$ cat src/rtl/qfa_pkg.sv
// ----------------------------------------------------------------------------
// qfa_pkg
// Types, opcodes and constants shared by the Q16.16 arithmetic unit.
// ----------------------------------------------------------------------------
`default_nettype none

package qfa_pkg;

    typedef struct packed {
        logic [4:0]         opcode;
        logic signed [31:0] operand_a;
        logic signed [31:0] operand_b;
        logic signed [31:0] operand_c;
    } in_t;

    typedef struct packed {
        logic signed [31:0] result;
        logic               compare_true;
    } out_t;

    localparam logic [4:0] OP_ADD      = 5'd0;
    localparam logic [4:0] OP_SUB      = 5'd1;
    localparam logic [4:0] OP_MUL      = 5'd2;
    localparam logic [4:0] OP_DIV      = 5'd3;
    localparam logic [4:0] OP_NEG      = 5'd4;
    localparam logic [4:0] OP_ABS      = 5'd5;
    localparam logic [4:0] OP_EQ       = 5'd6;
    localparam logic [4:0] OP_LT       = 5'd7;
    localparam logic [4:0] OP_LE       = 5'd8;
    localparam logic [4:0] OP_GT       = 5'd9;
    localparam logic [4:0] OP_GE       = 5'd10;
    localparam logic [4:0] OP_FROM_INT = 5'd11;
    localparam logic [4:0] OP_TO_INT   = 5'd12;
    localparam logic [4:0] OP_TO_INT_R = 5'd13;
    localparam logic [4:0] OP_SQRT     = 5'd14;
    localparam logic [4:0] OP_RECIP    = 5'd15;
    localparam logic [4:0] OP_FLOOR    = 5'd16;
    localparam logic [4:0] OP_CEIL     = 5'd17;
    localparam logic [4:0] OP_ROUND    = 5'd18;
    localparam logic [4:0] OP_MIN      = 5'd19;
    localparam logic [4:0] OP_MAX      = 5'd20;
    localparam logic [4:0] OP_CLAMP    = 5'd21;
    localparam logic [4:0] OP_LERP     = 5'd22;
    localparam logic [4:0] OP_SIN      = 5'd23;
    localparam logic [4:0] OP_COS      = 5'd24;
    localparam logic [4:0] OP_TAN      = 5'd25;

    localparam logic [31:0] Q_ONE     = 32'h0001_0000;
    localparam logic [31:0] Q_HALF    = 32'h0000_8000;
    localparam logic [31:0] Q_TWO     = 32'h0002_0000;
    localparam logic [31:0] Q_PI      = 32'h0003_243F;
    localparam logic [31:0] Q_TWO_PI  = 32'h0006_487E;
    localparam logic [31:0] Q_HALF_PI = 32'h0001_921F;
    localparam logic [31:0] Q_ERRMAX  = 32'h7FFF_FFFF;
    // floor(2^50 / Q_TWO_PI); the quotient estimate is low by at most one
    localparam logic [31:0] Q_TWO_PI_RCP = 32'd2734266628;
    // Taylor coefficients 1/6, 1/120, 1/5040 as truncated Q16.16
    localparam logic [31:0] Q_C3      = 32'd10922;
    localparam logic [31:0] Q_C5      = 32'd546;
    localparam logic [31:0] Q_C7      = 32'd13;

    localparam logic [2:0] SER_LAST = 3'd6;

    typedef enum logic [3:0] {
        MP_AB, MP_LERP, MP_RC1, MP_RC2, MP_XX, MP_P2X, MP_P3P2, MP_P5P2,
        MP_P3C3, MP_P5C5, MP_P7C7
    } msel_t;

    typedef enum logic [1:0] {
        DS_AB, DS_SQ, DS_MOD, DS_TAN
    } dsel_t;

    typedef enum logic [4:0] {
        WR_NONE, WR_SIMPLE, WR_RES_MUL, WR_RES_LERP, WR_RES_DIV, WR_RES_ZERO,
        WR_RES_ERR, WR_SQ_INIT, WR_SQ_STEP, WR_RC_INIT, WR_T, WR_RC_STEP,
        WR_X_SIN, WR_X_COS, WR_X_FIX, WR_SERIES, WR_SIN, WR_RES_ACC
    } wr_t;

    typedef struct packed {
        logic       load;
        logic       out_load;
        logic       mul_go;
        msel_t      mul_sel;
        logic       div_go;
        dsel_t      div_sel;
        wr_t        wr;
        logic [2:0] k;
    } cmd_t;

    typedef struct packed {
        logic [4:0] opcode;
        logic       a_neg;
        logic       a_zero;
        logic       div_done;
        logic       sq_conv;
        logic       rc_conv;
        logic       tr_out;
    } stat_t;

endpackage

`default_nettype wire

$ cat src/rtl/qfa_ctrl.sv
// ----------------------------------------------------------------------------
// qfa_ctrl
// Sequencer: steps each opcode through the shared multiplier and divider where it needs them.
// ----------------------------------------------------------------------------
`default_nettype none

module qfa_ctrl #(
    parameter int NEWTON_STEPS = 8
) (
    input  wire logic           aclk,
    input  wire logic           aresetn,
    input  wire logic           s_valid,
    output logic                s_ready,
    output logic                m_valid,
    input  wire logic           m_ready,
    input  wire qfa_pkg::stat_t stat,
    output qfa_pkg::cmd_t       cmd
);

    localparam int CW = (NEWTON_STEPS > 1) ? $clog2(NEWTON_STEPS) : 1;
    localparam logic [CW-1:0] CNT_LAST = CW'(NEWTON_STEPS - 1);

    typedef enum logic [19:0] {
        ST_IDLE     = 20'h00001,
        ST_DISPATCH = 20'h00002,
        ST_MUL_GO   = 20'h00004,
        ST_MUL_WR   = 20'h00008,
        ST_DIV_GO   = 20'h00010,
        ST_DIV_WAIT = 20'h00020,
        ST_SQ_INIT  = 20'h00040,
        ST_SQ_DIV   = 20'h00080,
        ST_SQ_WAIT  = 20'h00100,
        ST_RC_INIT  = 20'h00200,
        ST_RC_M1    = 20'h00400,
        ST_RC_T     = 20'h00800,
        ST_RC_M2    = 20'h01000,
        ST_RC_STEP  = 20'h02000,
        ST_TR_ARG   = 20'h04000,
        ST_TR_CHK   = 20'h08000,
        ST_TR_MWAIT = 20'h10000,
        ST_TR_MUL   = 20'h20000,
        ST_TR_WR    = 20'h40000,
        ST_TR_END   = 20'h80000
    } state_t;

    state_t        state_reg, state_next;
    logic [CW-1:0] cnt_reg, cnt_next;
    logic [2:0]    k_reg, k_next;
    logic          pass_reg, pass_next;
    logic          m_valid_reg, m_valid_next;
    logic          done_reg, done_next;
    logic          out_free;
    logic          is_tan;

    assign out_free = !m_valid_reg || m_ready;
    assign is_tan   = (stat.opcode == qfa_pkg::OP_TAN);

    always_comb begin
        state_next   = state_reg;
        cnt_next     = cnt_reg;
        k_next       = k_reg;
        pass_next    = pass_reg;
        done_next    = done_reg;
        m_valid_next = m_valid_reg && !m_ready;
        cmd          = '{load: 1'b0, out_load: 1'b0, mul_go: 1'b0,
                         mul_sel: qfa_pkg::MP_AB, div_go: 1'b0,
                         div_sel: qfa_pkg::DS_AB, wr: qfa_pkg::WR_NONE, k: k_reg};
        s_ready      = 1'b0;

        // finished result waits here for the output register
        if (done_reg && out_free) begin
            cmd.out_load = 1'b1;
            m_valid_next = 1'b1;
            done_next    = 1'b0;
        end

        unique case (state_reg)
            ST_IDLE: begin
                s_ready = !done_reg;
                if (s_valid && !done_reg) begin
                    cmd.load   = 1'b1;
                    state_next = ST_DISPATCH;
                end
            end
            ST_DISPATCH: begin
                unique case (stat.opcode)
                    qfa_pkg::OP_MUL, qfa_pkg::OP_LERP: state_next = ST_MUL_GO;
                    qfa_pkg::OP_DIV: state_next = ST_DIV_GO;
                    qfa_pkg::OP_SQRT: begin
                        if (stat.a_neg || stat.a_zero) begin
                            cmd.wr     = qfa_pkg::WR_RES_ZERO;
                            done_next  = 1'b1;
                            state_next = ST_IDLE;
                        end else begin
                            state_next = ST_SQ_INIT;
                        end
                    end
                    qfa_pkg::OP_RECIP: begin
                        if (stat.a_zero) begin
                            cmd.wr     = qfa_pkg::WR_RES_ERR;
                            done_next  = 1'b1;
                            state_next = ST_IDLE;
                        end else begin
                            state_next = ST_RC_INIT;
                        end
                    end
                    qfa_pkg::OP_SIN, qfa_pkg::OP_COS, qfa_pkg::OP_TAN: begin
                        pass_next  = 1'b0;
                        state_next = ST_TR_ARG;
                    end
                    default: begin
                        cmd.wr     = qfa_pkg::WR_SIMPLE;
                        done_next  = 1'b1;
                        state_next = ST_IDLE;
                    end
                endcase
            end
            ST_MUL_GO: begin
                cmd.mul_go  = 1'b1;
                cmd.mul_sel = (stat.opcode == qfa_pkg::OP_LERP) ? qfa_pkg::MP_LERP
                                                                 : qfa_pkg::MP_AB;
                state_next  = ST_MUL_WR;
            end
            ST_MUL_WR: begin
                cmd.wr     = (stat.opcode == qfa_pkg::OP_LERP) ? qfa_pkg::WR_RES_LERP
                                                                : qfa_pkg::WR_RES_MUL;
                done_next  = 1'b1;
                state_next = ST_IDLE;
            end
            ST_DIV_GO: begin
                cmd.div_go  = 1'b1;
                cmd.div_sel = qfa_pkg::DS_AB;
                state_next  = ST_DIV_WAIT;
            end
            ST_DIV_WAIT: begin
                if (stat.div_done) begin
                    cmd.wr     = qfa_pkg::WR_RES_DIV;
                    done_next  = 1'b1;
                    state_next = ST_IDLE;
                end
            end
            ST_SQ_INIT: begin
                cmd.wr     = qfa_pkg::WR_SQ_INIT;
                cnt_next   = '0;
                state_next = ST_SQ_DIV;
            end
            ST_SQ_DIV: begin
                cmd.div_go  = 1'b1;
                cmd.div_sel = qfa_pkg::DS_SQ;
                state_next  = ST_SQ_WAIT;
            end
            ST_SQ_WAIT: begin
                if (stat.div_done) begin
                    cmd.wr = qfa_pkg::WR_SQ_STEP;
                    if (stat.sq_conv || cnt_reg == CNT_LAST) begin
                        done_next  = 1'b1;
                        state_next = ST_IDLE;
                    end else begin
                        cnt_next   = cnt_reg + CW'(1);
                        state_next = ST_SQ_DIV;
                    end
                end
            end
            ST_RC_INIT: begin
                cmd.wr     = qfa_pkg::WR_RC_INIT;
                cnt_next   = '0;
                state_next = ST_RC_M1;
            end
            ST_RC_M1: begin
                cmd.mul_go  = 1'b1;
                cmd.mul_sel = qfa_pkg::MP_RC1;
                state_next  = ST_RC_T;
            end
            ST_RC_T: begin
                cmd.wr     = qfa_pkg::WR_T;
                state_next = ST_RC_M2;
            end
            ST_RC_M2: begin
                cmd.mul_go  = 1'b1;
                cmd.mul_sel = qfa_pkg::MP_RC2;
                state_next  = ST_RC_STEP;
            end
            ST_RC_STEP: begin
                cmd.wr = qfa_pkg::WR_RC_STEP;
                if (stat.rc_conv || cnt_reg == CNT_LAST) begin
                    done_next  = 1'b1;
                    state_next = ST_IDLE;
                end else begin
                    cnt_next   = cnt_reg + CW'(1);
                    state_next = ST_RC_M1;
                end
            end
            ST_TR_ARG: begin
                cmd.wr     = (pass_reg || stat.opcode == qfa_pkg::OP_COS) ? qfa_pkg::WR_X_COS
                                                                         : qfa_pkg::WR_X_SIN;
                state_next = ST_TR_CHK;
            end
            ST_TR_CHK: begin
                k_next = '0;
                if (stat.tr_out) begin
                    cmd.div_go  = 1'b1;
                    cmd.div_sel = qfa_pkg::DS_MOD;
                    state_next  = ST_TR_MWAIT;
                end else begin
                    state_next  = ST_TR_MUL;
                end
            end
            ST_TR_MWAIT: begin
                if (stat.div_done) begin
                    cmd.wr     = qfa_pkg::WR_X_FIX;
                    state_next = ST_TR_MUL;
                end
            end
            ST_TR_MUL: begin
                cmd.mul_go = 1'b1;
                unique case (k_reg)
                    3'd0:    cmd.mul_sel = qfa_pkg::MP_XX;
                    3'd1:    cmd.mul_sel = qfa_pkg::MP_P2X;
                    3'd2:    cmd.mul_sel = qfa_pkg::MP_P3P2;
                    3'd3:    cmd.mul_sel = qfa_pkg::MP_P5P2;
                    3'd4:    cmd.mul_sel = qfa_pkg::MP_P3C3;
                    3'd5:    cmd.mul_sel = qfa_pkg::MP_P5C5;
                    default: cmd.mul_sel = qfa_pkg::MP_P7C7;
                endcase
                state_next = ST_TR_WR;
            end
            ST_TR_WR: begin
                cmd.wr = qfa_pkg::WR_SERIES;
                if (k_reg == qfa_pkg::SER_LAST) begin
                    state_next = ST_TR_END;
                end else begin
                    k_next     = k_reg + 3'd1;
                    state_next = ST_TR_MUL;
                end
            end
            ST_TR_END: begin
                if (is_tan && !pass_reg) begin
                    cmd.wr     = qfa_pkg::WR_SIN;
                    pass_next  = 1'b1;
                    state_next = ST_TR_ARG;
                end else if (is_tan) begin
                    cmd.div_go  = 1'b1;
                    cmd.div_sel = qfa_pkg::DS_TAN;
                    state_next  = ST_DIV_WAIT;
                end else begin
                    cmd.wr     = qfa_pkg::WR_RES_ACC;
                    done_next  = 1'b1;
                    state_next = ST_IDLE;
                end
            end
            default: state_next = ST_IDLE;
        endcase
    end

    always_ff @(posedge aclk) begin
        if (!aresetn) begin
            state_reg   <= ST_IDLE;
            cnt_reg     <= '0;
            k_reg       <= '0;
            pass_reg    <= 1'b0;
            m_valid_reg <= 1'b0;
            done_reg    <= 1'b0;
        end else begin
            state_reg   <= state_next;
            cnt_reg     <= cnt_next;
            k_reg       <= k_next;
            pass_reg    <= pass_next;
            m_valid_reg <= m_valid_next;
            done_reg    <= done_next;
        end
    end

    assign m_valid = m_valid_reg;

endmodule

`default_nettype wire

$ cat config.mk
export PLATFORM = sky130hd
export DESIGN_NAME = qfa_ctrl
export DESIGN_NICKNAME = d
export VERILOG_FILES = /design/src/rtl/qfa_pkg.sv /design/src/rtl/qfa_ctrl.sv
export SDC_FILE = /design/constraint.sdc
export NUM_CORES = 1
export LEC_CHECK = 0
export ABC_AREA = 0
export BUFFER_PORTS_ARGS = -buffer_cell sky130_fd_sc_hd__clkbuf_2
export CAP_MARGIN = 25
export CORE_AREA = 3 3 79 81
export DETAILED_ROUTE_END_ITERATION = 8
export DIE_AREA = 0 0 82 84
export PLACE_DENSITY = 0.65
export SYNTH_ARGS = -nofsm -noshare
export SYNTH_HDL_FRONTEND = slang
export SYNTH_SLANG_ARGS = --single-unit
$ cat constraint.sdc
create_clock -name aclk -period 3.3 [get_ports aclk]
set_input_delay 0.33 -clock aclk [delete_from_list [all_inputs] [get_ports aclk]]
set_output_delay 0.33 -clock aclk [all_outputs]
set_load 0.02 [all_outputs]
==> results.md <==
* Internal power at 0.0006646 W
* Comb pwr share at between 10% and 20%
* Initial DRT Pass Iterations at 5
* Setup_tns at 0 ns
* Post-synth EDFFs at 0
* Setup Crit Path Kind: flop to output pin
* Main combinational cell family by area after synthesis: simple AND/OR/NAND/NOR gates
* PD cells at 365.8 nW/µm²
* Seq/Total Area, Yosys at 26.39%
* Dpl hpwl at 4853 µm
* Crit-path leading delay family: simple AND/OR/NAND/NOR gates
* Status: complete, no violations
* Placed Area at ~2400 µm²
* Mapped Nets at 301
* CTS sink cnt at 29
* Min Tclk post-route at approximately 3.0 ns
* Main synth FF type: dfxtp_1
* Hold buffers post-CTS at 0
* RSZ-0062 raised after global routing: no
* Die height at 84 µm
* NetSw at 0.0002672 W
* Adder-Cell Fraction of Synth Area at between 3 and 4%
* FF-to-FF setup slack at 0.47 ns
* Clk buf depth at 2
* CP Buf/Inv Count at 2
* WL final at around 6200 µm
* DR iter-0 viols at 300
* Post-synthesis xor/xnor area fraction at 0.7964%
* Syn. warnings at 0
* Multiplexer share of the synthesized area at 0.4551%
* Mapped Cells at 279
* Root Buffer: clkbuf_8
* Filler Cell Count at 575
* Clock skew at 0.002597 ns
* Clk Latency, worst-skew pair at 0.28 ns
* Area of the core at 5540 µm²
* I/O pin count at 35
* Worst EP arrival at approximately 2.7 ns
* Mean Syn Cell Area at 7.884 µm²
* Clock transition at the registers of the reported paths at ~0.070 ns
* Global-route wire length before repair at ~10000 µm
* Min-delay worst type: input pin to flop
* Synth Cell Area at 2200 µm²
* Vias in the first global route at 1928
* P&R area growth vs syn at 15.81%
* Antenna violations before repair at 0
* Final global-route overflow total at 0
* H-tree level count at 2
* Port Buf Inserts at 34
* Clock power frac at 41.7%
* Max reg flops at 20
* Rel. slew slack at 50.24%
* Layout Utilization at between 40 and 50%
* Synth async-reset ratio at 0%
* Initial Utilization at about two fifths
* CTS tree: built
* Chip width at just over 80 µm
* Drt wl/cell at 16.15 µm
* PostCTS Resize Cnt at 0
* Placer Congestion at 0.9484
* CP cell instances: nor4_4, nand4_2, nor4_1, and4b_1, inv_1, clkbuf_2
* Max VDD drop at 0.0001774 V
* Final Slew Violations at 0
* TritonCTS Buffers at 5
* Most common cell after layout, fill and taps aside: nor2_1
* Synth Area in Simple Gates at 48.52%
* CP Capture Type: output pin
* DRC at 0
* Max_cap viols at 0
* Final Cell Area at 2547 µm²
* Nets@finish at approximately 330
* Leak at ~1.1 nW
* Final setup fails at 0
* Reg power frac at 39.2%
* Row count at 27
* # diodes at 0
* DR vias/cell at 5.875
* Yosys reg bits at 29
* Worst slew pin tran at 0.7395 ns
* Min Hold Slack at ~0.25 ns
* CP max FO at 8
* Max Freq at 329.4 MHz
* Startpoint types: flop
* Post-synthesis compound-gate area fraction at 15.81%
* Die area at ~6900 µm²
* Global Route Usage Sum at 18.68%
* Most frequent cells in the layout: nor2_1 (40), clkbuf_2 (34), dfxtp_1 (29), nand2_1 (21), a21oi_1 (21)
* Worst endpoint required time at 2.97 ns
* Routed vias at around 2300
* Hold Vio Cnt, Final at 0
* Period utilisation layout at 91.99%
* Setup Fix Bufs, Post-CTS at 0
* Critical path's largest stage delay at around 0.69 ns
* Share of cells above drive strength 1 at 20.77%
* Synth unique cells at 53
* Post-DRT Antenna Nets at 0
* Net Sw Frac at between 20% and 30%
* Largest net degree at the start of global routing at 14
* Slowest cell on the critical path: nor4_1
==> power by group through the flow <==
stage,registers [W],clock network [W],logic [W]
global route,0.000367,0.000413,0.000193
floorplan,0.000372,0,0.000125
CTS,0.000365,0.000396,0.000175
global placement,0.000373,0,0.000175
detailed placement,0.000373,0,0.000174
finish,0.000366,0.000389,0.000177
==> cells in the mapped netlist, types with 2 or more instances <==
cell type	n	area (µm²)
a211oi_1	3	22.52
a21boi_0	2	15.01
a21o_1	2	15.01
a21oi_1	21	105.1
a31oi_1	2	12.51
and2_1	2	12.51
and3_1	4	25.02
and4b_1	2	20.02
buf_2	2	10.01
buf_4	2	15.01
clkbuf_1	6	22.52
dfxtp_1	29	580.6
ha_1	7	87.58
inv_1	11	41.29
nand2_1	21	78.83
nand2b_1	9	56.30
nand3_1	7	35.03
nand4_1	6	37.54
nand4b_1	7	61.31
nor2_1	40	150.1
nor2b_1	7	43.79
nor3_1	15	75.07
nor4_1	7	43.79
nor4_2	2	25.02
nor4_4	7	148.9
nor4bb_1	2	20.02
o21a_1	2	15.01
o21ai_0	9	45.04
o221ai_1	2	17.52
o22ai_1	3	18.77
or2_2	3	18.77
or3_1	5	31.28
or4_1	9	67.56
or4b_2	2	20.02
==> final timing paths <==
path                         startpoint                         to  cells after the start
min                             stat[5]  state_reg[6]$_SDFFE_PN0P_                      2
max reg2reg  state_reg[11]$_SDFFE_PN0P_  state_reg[2]$_SDFFE_PN0P_                      6
min reg2reg     cnt_reg[1]$_SDFFE_PN0P_    cnt_reg[1]$_SDFFE_PN0P_                      2
max          state_reg[16]$_SDFFE_PN0P_                    cmd[15]                      6
==> routing by layer <==
| layer | vias to the layer above | share of wire (%) | track usage [%] |
|---|---|---|---|
| met2 | 104 | 45 | 28.29 |
| met4 | 0 | 1.7 | 5.891 |
| met1 | 1036 | 46 | 26.36 |
| met5 | - | 0 | 0 |
| met3 | 8 | 7.1 | 3.456 |
| li1 | 1114 | - | - |
==> worst reg2reg max path: cells and delay by family (launching register included) <==
| family | cells | cell delay, ns |
|---|---|---|
| flops | 1 | 0.56 |
| simple gates | 4 | 1.11 |
| compound gates | 2 | 1.00 |
==> final cells by class <==
class | count | area (µm²) | share of cell area [%]
Timing Repair Buffer | 36 | 185.2 | 7.269
Tap cell | 72 | 90.09 | 3.536
Sequential cell | 29 | 580.6 | 22.79
Multi-Input combinational cell | 229 | 1530 | 60.07
Clock buffer | 6 | 82.58 | 3.242
Clock inverter | 2 | 37.54 | 1.473
Inverter | 11 | 41.29 | 1.621
==> cell families after synthesis <==
logic type / Yosys count
mux: 1
compound gates: 55
fa+ha+maj: 7
simple gates: 164
flops: 29
buf+inv: 21
xor+xnor: 2
==> stage by stage <==
stage                      power, W  instances  setup WS (ns)
final                     0.0009318        385         0.2644
after global routing      0.0009733        385        0.06575
after CTS                 0.0009360        385         0.2732
after detailed placement  0.0005470        377         0.5548
after global placement    0.0005488        377         0.4872
after floorplan           0.0004966        279         0.6903
(Power assumes the default switching activity.)
